## src/design/mam_pkg.sv

```systemverilog
package mam_pkg;

    localparam int IDX_W     = 6;
    localparam int IN_DW     = 16;
    localparam int ROW_W     = 3;
    localparam int COL_W     = 3;
    localparam int VAL_W     = 35;
    localparam int CFG_IDX_W = 3;
    localparam int CFG_DW    = 4;
    localparam int DIM_REG_W = 4;

    localparam logic                 MODE_RST = 1'b1;
    localparam logic [DIM_REG_W-1:0] DIM_RST  = 4'd8;

    typedef enum logic [1:0] {
        OP_WRITE_A = 2'd0,
        OP_WRITE_B = 2'd1,
        OP_COMPUTE = 2'd2
    } t_op;

    typedef enum logic [CFG_IDX_W-1:0] {
        CFG_MODE   = 3'd0,
        CFG_ROWS_A = 3'd1,
        CFG_COLS_A = 3'd2,
        CFG_ROWS_B = 3'd3,
        CFG_COLS_B = 3'd4
    } t_cfg_idx;

    typedef enum logic {
        ST_IDLE,
        ST_RUN
    } t_state;

    // Controller to datapath command, also carried down the datapath as a tag
    typedef struct packed {
        logic             wr_a;
        logic             wr_b;
        logic             rd;
        logic             clr;
        logic             emit;
        logic             last;
        logic             err;
        logic             add;
        logic [ROW_W-1:0] row;
        logic [COL_W-1:0] col;
    } t_cmd;

endpackage

```

## src/design/mam_ctrl.sv

```systemverilog
module mam_ctrl
    import mam_pkg::*;
#(
    parameter int MAX_DIM = 8
) (
    input  logic                                              i_clk,
    input  logic                                              i_rst_n,
    input  logic                                              i_start,
    input  logic [1:0]                                        i_op,
    input  logic [IDX_W-1:0]                                  i_elem_index,
    input  logic                                              i_cfg_valid,
    input  logic [CFG_IDX_W-1:0]                              i_cfg_index,
    input  logic [CFG_DW-1:0]                                 i_cfg_data,
    output logic                                              o_busy,
    output t_cmd                                              o_cmd,
    output logic [((MAX_DIM*MAX_DIM > 1) ? $clog2(MAX_DIM*MAX_DIM) : 1)-1:0] o_addr_a,
    output logic [((MAX_DIM*MAX_DIM > 1) ? $clog2(MAX_DIM*MAX_DIM) : 1)-1:0] o_addr_b
);

    localparam int DEPTH = MAX_DIM * MAX_DIM;
    localparam int AW    = (DEPTH > 1) ? $clog2(DEPTH) : 1;
    localparam int DIM_W = $clog2(MAX_DIM + 1);

    // Clamp a dimension register into 1..MAX_DIM
    function automatic logic [DIM_W-1:0] sat_dim(input logic [DIM_REG_W-1:0] r);
        logic [DIM_W-1:0] d;
        if (r == '0) begin
            d = DIM_W'(1);
        end else if (32'(r) > MAX_DIM) begin
            d = DIM_W'(MAX_DIM);
        end else begin
            d = DIM_W'(r);
        end
        return d;
    endfunction

    logic                 r_mode;
    logic [DIM_REG_W-1:0] r_rows_a, r_cols_a, r_rows_b, r_cols_b;

    t_state r_state, n_state;

    logic [DIM_W-1:0] r_ra, n_ra, r_ca, n_ca, r_cb, n_cb;
    logic [DIM_W-1:0] r_i, n_i, r_j, n_j, r_k, n_k;
    logic [AW-1:0]    r_abase, n_abase, r_bptr, n_bptr;
    logic             r_add, n_add, r_err, n_err;

    logic [DIM_W-1:0] sat_ra, sat_ca, sat_rb, sat_cb, ncols;
    logic             accept, go, wr_ok;
    logic             inner_done, col_done, row_done, run_done;
    logic [AW-1:0]    addr_a;

    assign accept = i_start && (r_state == ST_IDLE);
    assign go     = accept && (t_op'(i_op) == OP_COMPUTE);
    assign wr_ok  = accept && (32'(i_elem_index) < DEPTH);

    assign sat_ra = sat_dim(r_rows_a);
    assign sat_ca = sat_dim(r_cols_a);
    assign sat_rb = sat_dim(r_rows_b);
    assign sat_cb = sat_dim(r_cols_b);

    assign inner_done = r_add || (r_j == r_ca - DIM_W'(1));
    assign ncols      = r_add ? r_ca : r_cb;
    assign col_done   = (r_k == ncols - DIM_W'(1));
    assign row_done   = (r_i == r_ra - DIM_W'(1));
    assign run_done   = r_err || (inner_done && col_done && row_done);
    assign addr_a     = r_abase + (r_add ? AW'(r_k) : AW'(r_j));

    // Configuration registers
    always_ff @(posedge i_clk) begin
        if (!i_rst_n) begin
            r_mode   <= MODE_RST;
            r_rows_a <= DIM_RST;
            r_cols_a <= DIM_RST;
            r_rows_b <= DIM_RST;
            r_cols_b <= DIM_RST;
        end else if (i_cfg_valid) begin
            case (t_cfg_idx'(i_cfg_index))
                CFG_MODE:   r_mode   <= i_cfg_data[0];
                CFG_ROWS_A: r_rows_a <= i_cfg_data;
                CFG_COLS_A: r_cols_a <= i_cfg_data;
                CFG_ROWS_B: r_rows_b <= i_cfg_data;
                CFG_COLS_B: r_cols_b <= i_cfg_data;
                default: ;
            endcase
        end
    end

    // Next state
    always_comb begin
        n_state = r_state;
        case (r_state)
            ST_IDLE: begin
                if (go) begin
                    n_state = ST_RUN;
                end
            end
            ST_RUN: begin
                if (run_done) begin
                    n_state = ST_IDLE;
                end
            end
            default: n_state = ST_IDLE;
        endcase
    end

    // Outputs
    always_comb begin
        o_cmd    = '0;
        o_busy   = 1'b0;
        o_addr_a = addr_a;
        o_addr_b = r_add ? addr_a : r_bptr;
        case (r_state)
            ST_IDLE: begin
                o_cmd.wr_a = wr_ok && (t_op'(i_op) == OP_WRITE_A);
                o_cmd.wr_b = wr_ok && (t_op'(i_op) == OP_WRITE_B);
            end
            ST_RUN: begin
                o_busy = 1'b1;
                if (r_err) begin
                    o_cmd.emit = 1'b1;
                    o_cmd.last = 1'b1;
                    o_cmd.err  = 1'b1;
                end else begin
                    o_cmd.rd   = 1'b1;
                    o_cmd.add  = r_add;
                    o_cmd.clr  = r_add || (r_j == '0);
                    o_cmd.emit = inner_done;
                    o_cmd.last = inner_done && col_done && row_done;
                    o_cmd.row  = ROW_W'(r_i);
                    o_cmd.col  = COL_W'(r_k);
                end
            end
            default: ;
        endcase
    end

    // Loop counters and read address generation
    always_comb begin
        n_ra    = r_ra;
        n_ca    = r_ca;
        n_cb    = r_cb;
        n_add   = r_add;
        n_err   = r_err;
        n_i     = r_i;
        n_j     = r_j;
        n_k     = r_k;
        n_abase = r_abase;
        n_bptr  = r_bptr;
        if (go) begin
            n_ra    = sat_ra;
            n_ca    = sat_ca;
            n_cb    = sat_cb;
            n_add   = !r_mode;
            n_err   = r_mode ? (sat_ca != sat_rb)
                             : ((sat_ra != sat_rb) || (sat_ca != sat_cb));
            n_i     = '0;
            n_j     = '0;
            n_k     = '0;
            n_abase = '0;
            n_bptr  = '0;
        end else if (r_state == ST_RUN && !r_err) begin
            if (!inner_done) begin
                n_j    = r_j + DIM_W'(1);
                n_bptr = r_bptr + AW'(r_cb);
            end else begin
                n_j = '0;
                if (!col_done) begin
                    n_k    = r_k + DIM_W'(1);
                    n_bptr = AW'(r_k) + AW'(1);
                end else begin
                    n_k     = '0;
                    n_bptr  = '0;
                    n_i     = r_i + DIM_W'(1);
                    n_abase = r_abase + AW'(r_ca);
                end
            end
        end
    end

    always_ff @(posedge i_clk) begin
        if (!i_rst_n) begin
            r_state <= ST_IDLE;
            r_add   <= 1'b0;
            r_err   <= 1'b0;
            r_i     <= '0;
            r_j     <= '0;
            r_k     <= '0;
            r_abase <= '0;
            r_bptr  <= '0;
        end else begin
            r_state <= n_state;
            r_add   <= n_add;
            r_err   <= n_err;
            r_i     <= n_i;
            r_j     <= n_j;
            r_k     <= n_k;
            r_abase <= n_abase;
            r_bptr  <= n_bptr;
        end
    end

    always_ff @(posedge i_clk) begin
        r_ra <= n_ra;
        r_ca <= n_ca;
        r_cb <= n_cb;
    end

endmodule

```

## config.mk

```make
export PLATFORM = sky130hd
export DESIGN_NAME = mam_ctrl
export DESIGN_NICKNAME = d
export VERILOG_FILES = /design/src/design/mam_pkg.sv /design/src/design/mam_ctrl.sv
export SDC_FILE = /design/constraint.sdc
export NUM_CORES = 1
export LEC_CHECK = 0
export ABC_AREA = 1
export ABC_CLOCK_PERIOD_IN_PS = 1800
export BUFFER_PORTS_ARGS = -buffer_cell sky130_fd_sc_hd__buf_2
export CORE_UTILIZATION = 53
export CTS_CLUSTER_SIZE = 25
export DETAILED_ROUTE_END_ITERATION = 8
export PLACE_DENSITY = 0.77
export SLEW_MARGIN = 15
export SYNTH_ARGS = -nofsm -noshare
export SYNTH_HDL_FRONTEND = slang
export SYNTH_SLANG_ARGS = --single-unit
export TNS_END_PERCENT = 1
```

## constraint.sdc

```tcl
create_clock -name i_clk -period 1.8 [get_ports i_clk]
set_input_delay 0.18 -clock i_clk [delete_from_list [all_inputs] [get_ports i_clk]]
set_output_delay 0.18 -clock i_clk [all_outputs]
set_load 0.01 [all_outputs]
```

==> results.rst, run 1 <==
.. list-table::
   :header-rows: 1

   * - Metric
     - Value
   * - Unrepaired setup endpoints after global routing
     - true
   * - CP cell instances
     - buf_6, nand2_4, o21ai_2, ha_1, a21oi_2, nand2_2, buf_4, xor2_2, nand2_1, o21ai_0, buf_2
   * - Fmax achieved
     - 427 MHz
   * - Cell count after synthesis
     - 518
   * - CTS tree
     - done
   * - Distinct cell type count after synthesis
     - 36
   * - Worst reg2reg startpoint
     - r_ca[0]$_DFFE_PP_
   * - Total power per unit cell area
     - 535 nW/um^2
   * - Post-synth top flop
     - sky130_fd_sc_hd__dfxtp_1
   * - CP max stage delay
     - 400 ps
   * - Max-capacitance violation count
     - 0
   * - Biggest area contributors in the synthesized netlist
     - sky130_fd_sc_hd__dfxtp_1 (24%), sky130_fd_sc_hd__nand2_1 (12%), sky130_fd_sc_hd__edfxtp_1 (9.7%)
   * - Non-filler cells, final
     - 677
   * - Slowest cell on the critical path
     - sky130_fd_sc_hd__dfxtp_4
   * - Average wire length per cell after detail routing
     - 14.2 microns
   * - Most common cell after layout, fill and taps aside
     - sky130_fd_sc_hd__nand2_1
   * - Syn nets
     - 559
   * - Worst Hold Class
     - input pin to flip-flop
   * - Utilization after layout
     - 67.8%
   * - Number of setup violations in the final report
     - 36
   * - Min setup slack post-route
     - -539 ps
   * - Share of the synthesized area in the top cell type
     - 23.8%
   * - Cell type with the largest total area after synthesis
     - sky130_fd_sc_hd__dfxtp_1
   * - Post-synthesis sequential element count
     - 56
   * - Cell area after synthesis
     - 3700 sq um
   * - Commonest non-fill, non-tap cells in the layout
     - sky130_fd_sc_hd__nand2_1 (112), sky130_fd_sc_hd__inv_1 (67), sky130_fd_sc_hd__nor2_1 (59)
   * - CTS clk-pin slew, worst paths
     - 120 ps
   * - Starting density of the core
     - 54.8%
   * - Number of buffers added by the clock tree synthesis step
     - 5
   * - Post-detailed-routing wire length
     - 9.60 mm
   * - Share of final-layout standard cells stronger than drive strength 1
     - 26.6%
   * - Pin count of the biggest net entering global routing
     - 20
   * - Dominant delay contributor by cell family on the critical path
     - buffers and inverters
   * - Signal arrival time at the worst endpoint
     - 2160 ps
   * - Number of sinks driven by the clock tree
     - 56
   * - Area Overhead vs Synth
     - 23.8%
   * - Worst skew pair latency
     - 330 ps
   * - Run status
     - complete, but fails checks
   * - Overflow left after global routing
     - 0
   * - First-pass GRT wire length
     - 15.5 mm
   * - Count of H-tree levels built during CTS
     - 2
   * - Number of global-route vias before repair
     - 3433
   * - Via-per-instance ratio
     - 5.27
   * - Initial antenna violation count
     - 0
   * - Number of buffers and inverters on the critical path
     - 3
   * - Number of remaining DRC errors
     - 0
   * - Count of yosys warnings during synthesis
     - 0
   * - Hold path start
     - i_cfg_data[2]
   * - Critical path fanouts, max
     - 5
   * - Clock root buffer
     - sky130_fd_sc_hd__clkbuf_8
   * - Internal reg-to-reg setup slack
     - -250 ps
   * - Launching element type of the critical path
     - flip-flop
   * - Area of the die
     - 7320 sq um
   * - Worst hold path stage count
     - 3
   * - Number of cells in the design after placement
     - 663
   * - Worst-case headroom to the max-slew limit
     - 59.8%
   * - Total Nets Final
     - 637
   * - Number of input and output port buffers inserted
     - 39
   * - Startpoint-to-endpoint class of the critical path
     - flip-flop to output port
   * - Final critical delay including setup and external delays
     - 2340 ps
   * - Hold violation total from the final report
     - 0
   * - HPWL Detailed
     - 7.08 mm
   * - Post-synthesis area per instance
     - 7.14 sq um
   * - Die height
     - 85.6 microns
   * - Post-DRT Antenna Nets
     - 0
   * - Destination of the worst hold path
     - r_cols_a[2]$_SDFFE_PN0P_
   * - Peak supply drop
     - 554 uV
   * - GP Congestion
     - 0.919
   * - IO Count
     - 46
   * - Number of cells on the worst reg-to-reg path
     - 13
   * - Layout Cell Area excl Fill
     - 4580 sq um
   * - Leakage power figure
     - 2.25 nW
   * - Post-synth EDFFs
     - 12
   * - Via total after detailed routing
     - 3570
   * - FF-to-FF End
     - r_abase[1]$_SDFFE_PP0P_
   * - Drt initial violations
     - 196
   * - Die Width
     - 85.6 microns
   * - Failing checks
     - negative setup slack
   * - Fraction of the yosys area taken by sequential cells
     - 33.5%
   * - Bufs on Longest Clock Path
     - 2
   * - Site Rows
     - 30
   * - Cell area after placement
     - 4260 sq um
   * - Sum of negative setup slack
     - -9060 ps
   * - N_diodes
     - 0
   * - Gr usage total
     - 26.8%
   * - Async set-reset flop share out of synthesis
     - 0%
   * - Number of slew-limit violations in the final report
     - 0
   * - Worst Tran Pin Value
     - 603 ps
   * - Required time at the worst-slack endpoint
     - 1620 ps
   * - Core Region
     - 6760 sq um
   * - Worst clock skew
     - 17.2 ps
   * - Power after layout
     - 0.00245 W
   * - Final period util
     - 130%
   * - Detailed-routing iteration count for the pre-antenna-repair pass
     - 5
   * - Category of the worst setup path capture point
     - output port
[tightest hold or removal path: stages]
cell	delay (ps)
sky130_fd_sc_hd__buf_2	120
sky130_fd_sc_hd__nor2_1	50
sky130_fd_sc_hd__nor2_1	80
[synthesized netlist by cell type, types with 2 or more instances]
master / instances
sky130_fd_sc_hd__edfxtp_1: 12
sky130_fd_sc_hd__nor3_1: 7
sky130_fd_sc_hd__nand2_4: 4
sky130_fd_sc_hd__dfxtp_1: 44
sky130_fd_sc_hd__clkbuf_1: 7
sky130_fd_sc_hd__nor2_2: 2
sky130_fd_sc_hd__a21oi_1: 25
sky130_fd_sc_hd__xnor2_1: 9
sky130_fd_sc_hd__nor2_4: 2
sky130_fd_sc_hd__ha_1: 19
sky130_fd_sc_hd__o21ai_0: 31
sky130_fd_sc_hd__xor2_1: 22
sky130_fd_sc_hd__inv_2: 5
sky130_fd_sc_hd__o21bai_1: 6
sky130_fd_sc_hd__nand3_1: 33
sky130_fd_sc_hd__o21ai_2: 4
sky130_fd_sc_hd__o211ai_1: 3
sky130_fd_sc_hd__nor2_1: 60
sky130_fd_sc_hd__nand4_1: 4
sky130_fd_sc_hd__buf_2: 4
sky130_fd_sc_hd__inv_1: 69
sky130_fd_sc_hd__nand2_1: 122
sky130_fd_sc_hd__fa_1: 3
sky130_fd_sc_hd__nand2_2: 9
[metal layers]
layer	wire [microns]	global-route usage (%)	vias up	share of wire [%]
li1	-	-	1791	-
met1	3830	30.1	1619	40
met2	4960	51.0	124	52
met3	465	3.18	36	4.8
met4	347	11.4	0	3.6
met5	0	0	-	0
[cell families (layout without fill, tap and decap cells)]
group,Yosys count,count (layout),share of synthesized area (%)
xor+xnor,31,31,7.34
buf+inv,88,167,9.70
compound gates,75,75,11.8
flops,56,56,33.5
fa+ha+maj,22,22,8.05
simple gates,246,246,29.6
[state kept, by name, summed over array words and instances, names as in the netlist]
signal and cells:
r_state 1, r_j 4, r_k 4, r_abase 6, r_rows_b 4, r_err 1, r_cols_a 4, r_mode 1
r_cb 4, r_ca 4, r_ra 4, r_rows_a 4, r_bptr 6, r_add 1, r_cols_b 4, r_i 4
[cell type report]
class	instances	area (sq um)
clock buffer	5	68.8
clock inverter	3	26.3
fill	575	2170
inverter	75	297
multi-input combinational	374	2270
sequential	56	1240
tap	80	100
timing repair buffer	84	576
[repair_timing]
action                     CTS  global route
resized for setup           27            20
setup endpoints to repair   36            39
setup buffers                5             1
hold buffers                 0             0
cloned                       0             0
hold endpoints to repair     0             0
pin swaps                   31            14
[worst max-delay path by stage]
stage / from / to / depth (start not counted)
after floorplan: r_add$_SDFFE_PN0P_ / o_addr_b[5] / 12
after global placement: r_add$_SDFFE_PN0P_ / o_cmd[8] / 13
after detailed placement: r_ca[0]$_DFFE_PP_ / r_abase[1]$_SDFFE_PP0P_ / 13
after CTS: r_add$_SDFFE_PN0P_ / o_addr_b[5] / 12
after global routing: r_add$_SDFFE_PN0P_ / o_addr_b[5] / 12
final: r_add$_SDFFE_PN0P_ / o_addr_b[3] / 11
[through the flow]
stage / worst slack, ps / hold slack [ps]
2_1_floorplan: -179 / 305
3_3_place_gp: -177 / 445
3_5_place_dp: -231 / 450
4_1_cts: -480 / 144
5_1_grt: -649 / 144
6_report: -539 / 140
[report_power, final]
part | leakage, nW | internal, W | switching [W]
clock | 0.0491 | 0.000288 | 0.000466
combinational | 1.74 | 0.000143 | 0.000216
sequential | 0.459 | 0.00131 | 0.0000267
total | 2.25 | 0.00174 | 0.000708
Note: power is estimated with default switching activity, not from simulation.
==> inputs of run 2 (changes only) <==
==> constraint.sdc (replaced) <==
create_clock -name i_clk -period 1.8 [get_ports i_clk]
set_input_delay 0.18 -clock i_clk [delete_from_list [all_inputs] [get_ports i_clk]]
set_output_delay 0.18 -clock i_clk [all_outputs]
set_load 0.02 [all_outputs]
==> results.rst, run 2 (synthesis gave the netlist of run 1 again) <==
.. list-table::
   :header-rows: 1

   * - Metric
     - Value
   * - Post-DRT Antenna Nets
     - 0
   * - Hold violation total from the final report
     - 0
   * - Worst Hold Class
     - input pin to flip-flop
   * - Number of global-route vias before repair
     - 3454
   * - Area Overhead vs Synth
     - 26.4%
   * - IO Count
     - 46
   * - Final period util
     - 130%
   * - Worst hold path stage count
     - 3
   * - Share of final-layout standard cells stronger than drive strength 1
     - 27.5%
   * - GP Congestion
     - 0.855
   * - Bufs on Longest Clock Path
     - 2
   * - Leakage power figure
     - 2.24 nW
   * - Run status
     - complete, but fails checks
   * - Fmax achieved
     - 429 MHz
   * - Layout filler cell count
     - 574
   * - Worst clock skew
     - 12.8 ps
   * - Commonest non-fill, non-tap cells in the layout
     - sky130_fd_sc_hd__nand2_1 (114), sky130_fd_sc_hd__inv_1 (66), sky130_fd_sc_hd__nor2_1 (57)
   * - Die Width
     - 85.6 microns
   * - Die height
     - 85.6 microns
   * - Clock root buffer
     - sky130_fd_sc_hd__clkbuf_8
   * - Share of total power in sequential cells
     - 54.3%
   * - Core Region
     - 6760 sq um
   * - Number of sinks driven by the clock tree
     - 56
   * - Unrepaired setup endpoints after global routing
     - true
   * - Failing checks
     - negative setup slack
   * - Detailed-routing iteration count for the pre-antenna-repair pass
     - 4
   * - Total internal power
     - 0.00174 W
   * - First-pass GRT wire length
     - 15.7 mm
   * - Number of setup violations in the final report
     - 34
   * - Utilization after layout
     - 69.2%
   * - Worst skew pair latency
     - 320 ps
   * - Number of buffers added by the clock tree synthesis step
     - 5
   * - Number of slew-limit violations in the final report
     - 0
   * - Drt initial violations
     - 169
   * - Number of remaining DRC errors
     - 0
   * - Clock group share of total power
     - 30.4%
   * - Dominant delay contributor by cell family on the critical path
     - simple AND/OR/NAND/NOR gates
   * - Worst-case headroom to the max-slew limit
     - 60.5%
   * - N_diodes
     - 0
   * - CP max stage delay
     - 450 ps
   * - Power share of the combinational group
     - 15.2%
   * - Max-capacitance violation count
     - 0
   * - Number of cells in the design after placement
     - 671
   * - Startpoint-to-endpoint class of the critical path
     - flip-flop to output port
   * - Site Rows
     - 30
   * - Worst Tran Pin Value
     - 591 ps
   * - CP cell instances
     - inv_2, ha_1, nand2_1, inv_1, nor2_2, nand2_1, nor2_2, nand2_2, nand2_4, nand3_2, nor2_4, nor2_1, nor2_1, buf_4
   * - Top Registers
     - r_abase: 6 flops, r_bptr: 6 flops
   * - Footprint of the multi-input gates
     - 2280 sq um
   * - Gr usage total
     - 27.3%
   * - Signal arrival time at the worst endpoint
     - 2150 ps
   * - Overflow left after global routing
     - 0
   * - Area of the die
     - 7320 sq um
   * - Switching Fraction
     - 29.0%
   * - Peak supply drop
     - 376 uV
   * - Total Nets Final
     - 644
   * - Average wire length per cell after detail routing
     - 13.8 microns
   * - Critical path fanouts, max
     - 4
   * - Number of buffers and inverters on the critical path
     - 3
   * - Via-per-instance ratio
     - 5.26
   * - CTS tree
     - done
   * - Number of input and output port buffers inserted
     - 39
   * - Pin count of the biggest net entering global routing
     - 20
   * - Total power per unit cell area
     - 526 nW/um^2
   * - HPWL Detailed
     - 7.20 mm
   * - Non-filler cells, final
     - 684
   * - Crit. path cell count
     - 14
   * - Required time at the worst-slack endpoint
     - 1620 ps
   * - CTS clk-pin slew, worst paths
     - 110 ps
   * - Final critical delay including setup and external delays
     - 2330 ps
   * - Sw power
     - 0.000714 W
   * - Launching element type of the critical path
     - flip-flop
   * - Category of the worst setup path capture point
     - output port
   * - Min setup slack post-route
     - -533 ps
   * - Most common cell after layout, fill and taps aside
     - sky130_fd_sc_hd__nand2_1
   * - Via total after detailed routing
     - 3597
   * - Slowest cell on the critical path
     - sky130_fd_sc_hd__edfxtp_1
   * - Initial antenna violation count
     - 0
   * - Count of H-tree levels built during CTS
     - 2
   * - Number of cells on the worst reg-to-reg path
     - 15
   * - Area occupied by registers
     - 1240 sq um
   * - Starting density of the core
     - 54.8%
   * - Post-detailed-routing wire length
     - 9.43 mm
## run 2: cell count changes in the layout (fill, tap and decap cells not counted), sizes merged
cell	delta
clkinv	-1
inv	+1
buf	+7
## run 2: area by class of cell
type / instances / share of cell area [%]
clock inverters: 3 / 0.562
multi-input cells: 374 / 48.8
repair buffers: 91 / 14.3
inverters: 75 / 6.13
well taps: 80 / 2.14
flip-flops and latches: 56 / 26.6
clock buffers: 5 / 1.47
## run 2: worst paths after layout
check	startpoint	end	slack (ps)
min	i_cfg_data[3]	r_cols_a[3]$_SDFFE_PN1P_	140
max reg2reg	r_ca[0]$_DFFE_PP_	r_i[0]$_SDFFE_PP0P_	-190
max	r_ca[0]$_DFFE_PP_	o_cmd[8]	-530
min reg2reg	r_rows_b[0]$_SDFFE_PN0P_	r_rows_b[0]$_SDFFE_PN0P_	470
## run 2: layer usage
layer  global-route usage, %  up-vias  routed length [microns]
met5                       0        -                        0
met4                    10.5        0                      293
met3                    4.04       26                      346
met2                    52.1       81                     4950
met1                    30.4     1673                     3840
li1                        -     1817                        -
## run 2: worst reg2reg max path, delay by kind of cell, from the launching register on
kind          cells  cell delay, ps
flops             1             450
fa+ha+maj         1             240
simple gates     11             980
buf+inv           3             250
## run 2: through the flow
stage | setup WS [ps] | total power, W | cell area [sq um] | hold WS [ps] | TNS [ps]
final | -533 | 0.00246 | 4680 | 143 | -7720
after global routing | -615 | 0.00256 | 4680 | 164 | -11320
after CTS | -510 | 0.00247 | 4660 | 142 | -7430
after detailed placement | -249 | 0.00171 | 4330 | 451 | -5590
after global placement | -223 | 0.00170 | 4330 | 446 | -4270
after floorplan | -343 | 0.00159 | 3750 | 305 | -2540
## run 2: what timing repair did
item                                    in CTS  in global routing
hold buffers                                 0                  0
buffers inserted                             4                  0
cloned                                       1                  0
pin swaps                                   24                  3
gates resized for setup                     49                  8
endpoints found under the setup margin      36                 45
## run 2: power groups by stage
stage | Sequential [W] | Clock, W | Combinational [W]
2_1_floorplan | 0.00136 | 0 | 0.000229
3_3_place_gp | 0.00136 | 0 | 0.000335
3_5_place_dp | 0.00136 | 0 | 0.000346
4_1_cts | 0.00134 | 0.000766 | 0.000368
5_1_grt | 0.00134 | 0.000808 | 0.000416
6_report | 0.00134 | 0.000748 | 0.000375
